### src/mrdn_pkg.sv
// shared types, constants and radix helpers for the mixed-radix date normalizer
`default_nettype none

package mrdn_pkg;

    localparam int DIGIT_BITS   = 24;
    localparam int IO_BITS      = 24;
    localparam int NUM_DIGITS   = 9;
    localparam int LOW_RADIX    = 20;
    localparam int SECOND_RADIX = 18;
    localparam int UPPER_RADIX  = 20;

    localparam int IDX_BITS    = $clog2(NUM_DIGITS);
    localparam int SUM_BITS    = DIGIT_BITS + 2;
    localparam int RADIX_BITS  = 9;
    localparam int RECIP_SHIFT = SUM_BITS + 5;
    localparam int RECIP_BITS  = RECIP_SHIFT;
    localparam int PROD_BITS   = SUM_BITS + RECIP_BITS + 1;
    localparam int WIDE_BITS   = SUM_BITS + RADIX_BITS + 1;

    localparam logic [RECIP_BITS-1:0] LOW_RECIP =
        RECIP_BITS'((64'd1 << RECIP_SHIFT) / LOW_RADIX);
    localparam logic [RECIP_BITS-1:0] SECOND_RECIP =
        RECIP_BITS'((64'd1 << RECIP_SHIFT) / SECOND_RADIX);
    localparam logic [RECIP_BITS-1:0] UPPER_RECIP =
        RECIP_BITS'((64'd1 << RECIP_SHIFT) / UPPER_RADIX);

    localparam logic [IDX_BITS-1:0] LAST_LOWER_IDX = IDX_BITS'(NUM_DIGITS - 2);
    localparam logic [IDX_BITS-1:0] TOP_IDX        = IDX_BITS'(NUM_DIGITS - 1);

    typedef enum logic [1:0] {
        KIND_LOAD  = 2'd0,
        KIND_CARRY = 2'd1,
        KIND_CLAMP = 2'd2,
        KIND_NONE  = 2'd3
    } kind_t;

    typedef struct packed {
        kind_t                         kind;
        logic signed [IO_BITS-1:0]     in_kin;
        logic signed [IO_BITS-1:0]     in_uinal;
        logic signed [IO_BITS-1:0]     in_tun;
        logic signed [IO_BITS-1:0]     in_katun;
        logic signed [IO_BITS-1:0]     in_baktun;
        logic signed [IO_BITS-1:0]     in_pictun;
        logic signed [IO_BITS-1:0]     in_calabtun;
        logic signed [IO_BITS-1:0]     in_kinchiltun;
        logic signed [IO_BITS-1:0]     in_alautun;
    } mrdn_in_t;

    typedef struct packed {
        logic signed [IO_BITS-1:0]     out_kin;
        logic signed [IO_BITS-1:0]     out_uinal;
        logic signed [IO_BITS-1:0]     out_tun;
        logic signed [IO_BITS-1:0]     out_katun;
        logic signed [IO_BITS-1:0]     out_baktun;
        logic signed [IO_BITS-1:0]     out_pictun;
        logic signed [IO_BITS-1:0]     out_calabtun;
        logic signed [IO_BITS-1:0]     out_kinchiltun;
        logic signed [IO_BITS-1:0]     out_alautun;
        logic                          all_in_range;
    } mrdn_out_t;

    typedef struct packed {
        logic                          load;
        logic                          clamp;
        logic [IDX_BITS-1:0]           idx;
        logic signed [SUM_BITS-1:0]    sum;
    } mrdn_req_t;

    typedef struct packed {
        logic signed [DIGIT_BITS-1:0]  digit;
        logic signed [SUM_BITS-1:0]    carry;
    } mrdn_rsp_t;

    function automatic logic [RADIX_BITS-1:0] radix_of(input logic [IDX_BITS-1:0] idx);
        logic [RADIX_BITS-1:0] r;
        case (idx)
            IDX_BITS'(0): r = RADIX_BITS'(LOW_RADIX);
            IDX_BITS'(1): r = RADIX_BITS'(SECOND_RADIX);
            default:      r = RADIX_BITS'(UPPER_RADIX);
        endcase
        return r;
    endfunction

    function automatic logic [RECIP_BITS-1:0] recip_of(input logic [IDX_BITS-1:0] idx);
        logic [RECIP_BITS-1:0] m;
        case (idx)
            IDX_BITS'(0): m = LOW_RECIP;
            IDX_BITS'(1): m = SECOND_RECIP;
            default:      m = UPPER_RECIP;
        endcase
        return m;
    endfunction

endpackage

`default_nettype wire

### src/mrdn_digit_unit.sv
// shared floor divide by radix with remainder, or clamp into 0 to radix-1
`default_nettype none

module mrdn_digit_unit (
    input  wire logic                aclk,
    input  wire mrdn_pkg::mrdn_req_t req,
    output mrdn_pkg::mrdn_rsp_t      rsp
);
    import mrdn_pkg::*;

    logic signed [SUM_BITS-1:0]   sum_reg;
    logic signed [PROD_BITS-1:0]  prod_reg;
    logic [RADIX_BITS-1:0]        radix_reg;
    logic                         clamp_reg;

    logic signed [SUM_BITS-1:0]   q_est;
    logic signed [WIDE_BITS-1:0]  sum_w;
    logic signed [WIDE_BITS-1:0]  radix_w;
    logic signed [WIDE_BITS-1:0]  q_r;
    logic signed [WIDE_BITS-1:0]  rem;
    logic signed [DIGIT_BITS-1:0] digit_c;
    logic signed [SUM_BITS-1:0]   carry_c;

    always_ff @(posedge aclk) begin
        if (req.load) begin
            sum_reg   <= req.sum;
            prod_reg  <= req.sum * $signed({1'b0, recip_of(req.idx)});
            radix_reg <= radix_of(req.idx);
            clamp_reg <= req.clamp;
        end
    end

    // quotient estimate is the floor or one off it in either direction; the remainder check corrects it
    assign q_est   = prod_reg[RECIP_SHIFT +: SUM_BITS];
    assign sum_w   = WIDE_BITS'(sum_reg);
    assign radix_w = WIDE_BITS'($signed({1'b0, radix_reg}));
    assign q_r     = WIDE_BITS'(q_est) * radix_w;
    assign rem     = sum_w - q_r;

    always_comb begin
        if (clamp_reg) begin
            carry_c = '0;
            if (sum_reg < 0) begin
                digit_c = '0;
            end else if (sum_w >= radix_w) begin
                digit_c = DIGIT_BITS'(radix_w - WIDE_BITS'(1));
            end else begin
                digit_c = DIGIT_BITS'(sum_reg);
            end
        end else if (rem < 0) begin
            digit_c = DIGIT_BITS'(rem + radix_w);
            carry_c = q_est - SUM_BITS'(1);
        end else if (rem >= radix_w) begin
            digit_c = DIGIT_BITS'(rem - radix_w);
            carry_c = q_est + SUM_BITS'(1);
        end else begin
            digit_c = DIGIT_BITS'(rem);
            carry_c = q_est;
        end
    end

    assign rsp.digit = digit_c;
    assign rsp.carry = carry_c;

endmodule

`default_nettype wire

### src/mixed_radix_date_normalizer_top.sv
// top level: digit store, sequencer over the shared digit unit, output register
// load and no-op items go from idle to the finish state, which fills the output register and
// raises m_valid once that register is free; carry and clamp items pass each lower digit
// through the sum and normalize states of the shared floor-divide unit, then top and finish;
// new items are taken only in idle, also while a result waits in the output register
// synchronous active-low reset clears the digit store to zero and drops m_valid
`default_nettype none

module mixed_radix_date_normalizer_top (
    input  wire logic                aclk,
    input  wire logic                aresetn,
    input  wire logic                s_valid,
    output logic                     s_ready,
    input  wire mrdn_pkg::mrdn_in_t  s_item,
    output logic                     m_valid,
    input  wire logic                m_ready,
    output mrdn_pkg::mrdn_out_t      m_item
);
    import mrdn_pkg::*;

    typedef enum logic [4:0] {
        ST_IDLE = 5'b00001,
        ST_SUM  = 5'b00010,
        ST_NORM = 5'b00100,
        ST_TOP  = 5'b01000,
        ST_FIN  = 5'b10000
    } state_t;

    state_t                       state_reg, state_next;
    logic [IDX_BITS-1:0]          idx_reg;
    logic                         clamp_reg;
    logic signed [SUM_BITS-1:0]   carry_reg;
    logic signed [IO_BITS-1:0]    off_reg   [NUM_DIGITS];
    logic signed [DIGIT_BITS-1:0] digit_reg [NUM_DIGITS];
    mrdn_out_t                    out_reg;
    logic                         m_valid_reg;

    logic signed [IO_BITS-1:0]    in_vals [NUM_DIGITS];
    logic                         s_xfer;
    logic                         out_free;
    logic                         in_range;
    logic signed [SUM_BITS-1:0]   sum;
    logic signed [DIGIT_BITS-1:0] top_sum;
    mrdn_req_t                    req;
    mrdn_rsp_t                    rsp;

    assign s_ready  = (state_reg == ST_IDLE);
    assign s_xfer   = s_valid && s_ready;
    assign out_free = !m_valid_reg || m_ready;
    assign m_valid  = m_valid_reg;
    assign m_item   = out_reg;

    assign in_vals[0] = s_item.in_kin;
    assign in_vals[1] = s_item.in_uinal;
    assign in_vals[2] = s_item.in_tun;
    assign in_vals[3] = s_item.in_katun;
    assign in_vals[4] = s_item.in_baktun;
    assign in_vals[5] = s_item.in_pictun;
    assign in_vals[6] = s_item.in_calabtun;
    assign in_vals[7] = s_item.in_kinchiltun;
    assign in_vals[8] = s_item.in_alautun;

    assign sum = SUM_BITS'(digit_reg[idx_reg]) + SUM_BITS'(off_reg[idx_reg]) + carry_reg;
    assign top_sum = digit_reg[TOP_IDX] + DIGIT_BITS'(off_reg[TOP_IDX])
                   + DIGIT_BITS'(carry_reg);

    assign req.load  = (state_reg == ST_SUM);
    assign req.clamp = clamp_reg;
    assign req.idx   = idx_reg;
    assign req.sum   = sum;

    mrdn_digit_unit u_digit_unit (
        .aclk (aclk),
        .req  (req),
        .rsp  (rsp)
    );

    always_comb begin
        in_range = 1'b1;
        for (int i = 0; i < NUM_DIGITS - 1; i++) begin
            if (digit_reg[i][DIGIT_BITS-1] ||
                (digit_reg[i] >= $signed(DIGIT_BITS'(radix_of(IDX_BITS'(i)))))) begin
                in_range = 1'b0;
            end
        end
    end

    always_comb begin
        state_next = state_reg;
        unique case (state_reg)
            ST_IDLE: begin
                if (s_valid) begin
                    if (s_item.kind == KIND_CARRY || s_item.kind == KIND_CLAMP) begin
                        state_next = ST_SUM;
                    end else begin
                        state_next = ST_FIN;
                    end
                end
            end
            ST_SUM: begin
                state_next = ST_NORM;
            end
            ST_NORM: begin
                state_next = (idx_reg == LAST_LOWER_IDX) ? ST_TOP : ST_SUM;
            end
            ST_TOP: begin
                state_next = ST_FIN;
            end
            ST_FIN: begin
                if (out_free) begin
                    state_next = ST_IDLE;
                end
            end
            default: begin
                state_next = ST_IDLE;
            end
        endcase
    end

    always_ff @(posedge aclk) begin
        if (!aresetn) begin
            state_reg   <= ST_IDLE;
            m_valid_reg <= 1'b0;
        end else begin
            state_reg <= state_next;
            if (state_reg == ST_FIN && out_free) begin
                m_valid_reg <= 1'b1;
            end else if (m_valid_reg && m_ready) begin
                m_valid_reg <= 1'b0;
            end
        end
    end

    // digit store
    always_ff @(posedge aclk) begin
        if (!aresetn) begin
            for (int i = 0; i < NUM_DIGITS; i++) begin
                digit_reg[i] <= '0;
            end
        end else begin
            if (s_xfer && s_item.kind == KIND_LOAD) begin
                for (int i = 0; i < NUM_DIGITS; i++) begin
                    digit_reg[i] <= DIGIT_BITS'(in_vals[i]);
                end
            end
            if (state_reg == ST_NORM) begin
                digit_reg[idx_reg] <= rsp.digit;
            end
            if (state_reg == ST_TOP) begin
                digit_reg[TOP_IDX] <= top_sum;
            end
        end
    end

    always_ff @(posedge aclk) begin
        if (s_xfer) begin
            for (int i = 0; i < NUM_DIGITS; i++) begin
                off_reg[i] <= in_vals[i];
            end
            clamp_reg <= (s_item.kind == KIND_CLAMP);
            idx_reg   <= '0;
            carry_reg <= '0;
        end
        if (state_reg == ST_NORM) begin
            carry_reg <= clamp_reg ? '0 : rsp.carry;
            if (idx_reg != LAST_LOWER_IDX) begin
                idx_reg <= idx_reg + IDX_BITS'(1);
            end
        end
        if (state_reg == ST_FIN && out_free) begin
            out_reg.out_kin        <= IO_BITS'(digit_reg[0]);
            out_reg.out_uinal      <= IO_BITS'(digit_reg[1]);
            out_reg.out_tun        <= IO_BITS'(digit_reg[2]);
            out_reg.out_katun      <= IO_BITS'(digit_reg[3]);
            out_reg.out_baktun     <= IO_BITS'(digit_reg[4]);
            out_reg.out_pictun     <= IO_BITS'(digit_reg[5]);
            out_reg.out_calabtun   <= IO_BITS'(digit_reg[6]);
            out_reg.out_kinchiltun <= IO_BITS'(digit_reg[7]);
            out_reg.out_alautun    <= IO_BITS'(digit_reg[8]);
            out_reg.all_in_range   <= in_range;
        end
    end

endmodule

`default_nettype wire

### config.mk
export PLATFORM = sky130hd
export DESIGN_NAME = mixed_radix_date_normalizer_top
export DESIGN_NICKNAME = d
export VERILOG_FILES = /design/src/mrdn_pkg.sv /design/src/mrdn_digit_unit.sv /design/src/mixed_radix_date_normalizer_top.sv
export SDC_FILE = /design/constraint.sdc
export NUM_CORES = 2
export LEC_CHECK = 0
export BUFFER_PORTS_ARGS = -buffer_cell sky130_fd_sc_hd__buf_2
export CORE_MARGIN = 3
export CORE_UTILIZATION = 40
export CTS_BUF_LIST = sky130_fd_sc_hd__clkbuf_4 sky130_fd_sc_hd__clkbuf_8 sky130_fd_sc_hd__clkbuf_16
export DETAILED_ROUTE_END_ITERATION = 10
export GPL_TIMING_DRIVEN = 0
export PLACE_DENSITY = 0.67
export SYNTH_ARGS = -nofsm -noshare
export SYNTH_HDL_FRONTEND = slang
export SYNTH_SLANG_ARGS = --single-unit
### constraint.sdc
create_clock -name aclk -period 20.1 [get_ports aclk]
set_clock_uncertainty 0.2 [all_clocks]
set_input_delay 3.015 -clock aclk [delete_from_list [all_inputs] [get_ports aclk]]
set_output_delay 3.015 -clock aclk [all_outputs]
set_load 0.1 [all_outputs]
==> impl_metrics.yaml <==
sta:
  fin_ws_ps: 3240
  relSlewSlack: -0.0465
  min_period_over_period: 0.839
  grt_setup_unrepaired: "no"
  fmax_mhz: 59.3
  drv_slew: 44
  post-route-min-period_ps: 16860
  setup_violations: 0
  worst_slew_pin_slew_ps: 1570
  finalSetupTns_ps: 0
  hold_viol: 0
routing:
  wl_per_cell_um: 30.5
  drt_iter0_drc: 5692
  drt_pass1_iterations: 6
  drcViolationCount: 0
  viasPerCell: 5.91
  final_antenna_net_count: 0
  wl_mm: 222
  via_count: 43029
synthesis:
  async_flop_share: 0
  avgSynthCellArea_um2: 12.6
  post_synth_inst_count: 4703
  synth-seq-cells: 909
  synth_area_leaders: "edfxtp_1 46%, fa_1 14%, ha_1 9.7%"
  synth_compound_area_frac: 0.0820
  synth_area_leader_cell: "edfxtp_1"
  synth_cell_types: 102
  netlist_area_mm2: 0.0592
  yosys.area_share.simple: 0.0783
  synth-adder-area-share: 0.237
  ys_seq_area_frac: 0.459
  post-synth-top-count-cell: "edfxtp_1"
  yosysWarnings: 0
  synthMuxAreaShare: 0.0688
  synth_commonest_cells: "899 x edfxtp_1, 727 x inv_1, 457 x ha_1"
  synth_xor_area_frac: 0.0187
  synthFlopType: "edfxtp_1"
  synth_top_area_share: 0.456
  synth_edf_count: 899
  synth_top_family_by_area: "adder cells"
setup_path:
  crit_top_cell: "fa_1"
  startpoint_type: "register"
  crit_type: "reg2reg"
  reg2reg_depth: 43
  end_kind: "register"
  reg2reg_from: "idx_reg[2]"
  cpMaxStageDelayCell: "buf_1"
  rrSetupSlack_ps: 3240
  reg2reg_to: "u_digit_unit.prod_reg[42]"
  crit_path_max_fanout: 10
  crit_arrival_ps: 17020
  cpPeakStageDelay_ps: 1050
  cp_data_required_time_ps: 20270
cts:
  cts_resized: 0
  cts_buffer_depth: 3
  clock-root-buffer: "clkbuf_16"
  cts.reportedPaths.clkPinSlew_ps: 70
  clock_latency_ps: 730
  clock_sinks: 909
  cts_tree: "built"
  numCtsBuffers: 92
  htree_levels: 3
  cts_setup_buffers: 0
  hold_buffers: 0
finish:
  fin_cells: 7276
  register_area_mm2: 0.0272
  stdcell_area_mm2: 0.0676
  area_delta_synth_final_pct: 14.1
  largest_reg_flops: 384
  multi_input_area_mm2: 0.0289
  fin_nets: 6360
  n_fill_cell: 13239
  drive_gt1_frac: 0.164
floorplanning:
  start_util: 0.405
  dieWidth_um: 391
  die_h_um: 391
  placementRows: 140
  ioPinCount: 441
  dieArea_mm2: 0.153
  core_area_mm2: 0.146
global_routing:
  antenna_found_initial: 36
  grt_pass1_vias: 42310
  grt_max_degree: 122
  overflow: 0
  grt_usage: 0.286
  grt_pass1_wl_mm: 309
hold_path:
  min_from: "clamp_reg"
  hold_end: "u_digit_unit.clamp_reg"
  hp-class: "reg2reg"
  hold_depth: 0
placed_design:
  dp_slack_ps: 3220
  placed_cell_area_mm2: 0.0644
  gp_congestion: 0.996
  dpl.hpwl_mm: 179
  dp.cells: 7086
  port_buffers: 439
status:
  status: "complete, but fails checks"
  violations: "max-capacitance violations, max-slew violations"
run:
  max-cap-violations: 4
[per-layer routing]
| metal | track usage | up-vias | wire [um] |
|---|---|---|---|
| met5 | 0 | - | 157 |
| met2 | 0.457 | 3069 | 102000 |
| met4 | 0.158 | 24 | 14500 |
| met3 | 0.0727 | 624 | 27300 |
| li1 | - | 17897 | - |
| met1 | 0.357 | 21415 | 78300 |
[worst max path at each step]
stage / startpoint / end / slack, ps / depth (start not counted)
final: idx_reg[2] / u_digit_unit.prod_reg[42] / 3240 / 43
after global routing: idx_reg[2] / u_digit_unit.prod_reg[42] / 2680 / 43
after CTS: idx_reg[2] / u_digit_unit.prod_reg[42] / 3020 / 43
after detailed placement: idx_reg[2] / u_digit_unit.prod_reg[42] / 3220 / 43
after global placement: m_ready / m_item[6] / 1420 / 3
after floorplan: m_ready / m_item[0] / 6410 / 2
[stage by stage]
step                      utilization  hold WS, ps
after floorplan                     -          220
after global placement          0.436          226
after CTS                       0.461          251
after detailed placement        0.440          240
final                           0.462          252
after global routing            0.461          261
[cells in the final DEF (no fill, tap or decap), drive strengths merged, types with 9 or more instances in the layout]
| cell | Yosys | final |
|---|---|---|
| inv | 727 | 732 |
| and4 | 11 | 11 |
| a21oi | 149 | 149 |
| nand3 | 51 | 51 |
| xor2 | 45 | 45 |
| nand2b | 14 | 14 |
| o211ai | 14 | 14 |
| a41oi | 9 | 9 |
| fa | 416 | 416 |
| a22o | 23 | 23 |
| clkbuf | 111 | 220 |
| or2 | 11 | 11 |
| nor3 | 39 | 39 |
| dfxtp | 10 | 10 |
| nand4 | 36 | 36 |
| and3 | 34 | 34 |
| mux2i | 26 | 26 |
| and2 | 64 | 64 |
| nand2 | 379 | 379 |
| a211oi | 16 | 16 |
| or3 | 25 | 25 |
| ha | 457 | 457 |
| o21bai | 21 | 21 |
| nor4 | 59 | 59 |
| a21boi | 9 | 9 |
| o31ai | 17 | 17 |
| a31oi | 19 | 19 |
| nor2b | 24 | 24 |
| nor2 | 201 | 201 |
| diode | 0 | 21 |
| a21o | 62 | 62 |
| edfxtp | 899 | 899 |
| buf | 38 | 496 |
| o21ai | 303 | 303 |
| xnor2 | 76 | 76 |
| o21a | 20 | 20 |
| mux4 | 168 | 168 |
| clkinv | 1 | 48 |
[cell families after synthesis]
kind of cell / count (synthesis)
simple gates: 970
flops: 909
buf+inv: 877
fa+ha+maj: 873
compound gates: 754
mux: 197
xor+xnor: 121
other cells: 2
[worst max-delay path: cells and delay by family, from the launching register on]
| family | cells | cell delay, ps |
|---|---|---|
| adder cells (fa/ha/maj) | 10 | 4780 |
| XOR/XNOR | 2 | 710 |
| AO/OA/AOI/OAI | 19 | 5670 |
| multiplexers | 1 | 860 |
| AND/OR/NAND/NOR | 2 | 350 |
| buffers and inverters | 9 | 3550 |
| flip-flops | 1 | 310 |
[final cells by class]
cell class,count,area share
clock inverters,63,0.0100
flip-flops and latches,909,0.402
diodes,21,0.000778
plain buffers,149,0.00857
inverters,728,0.0405
well taps,1917,0.0355
repair buffers,463,0.0396
multi-input cells,2922,0.427
clock buffers,104,0.0354
Power is left out: the tool's default activity adds up to more than one toggle a clock period on the data nets, which glitch-free logic cannot reach.
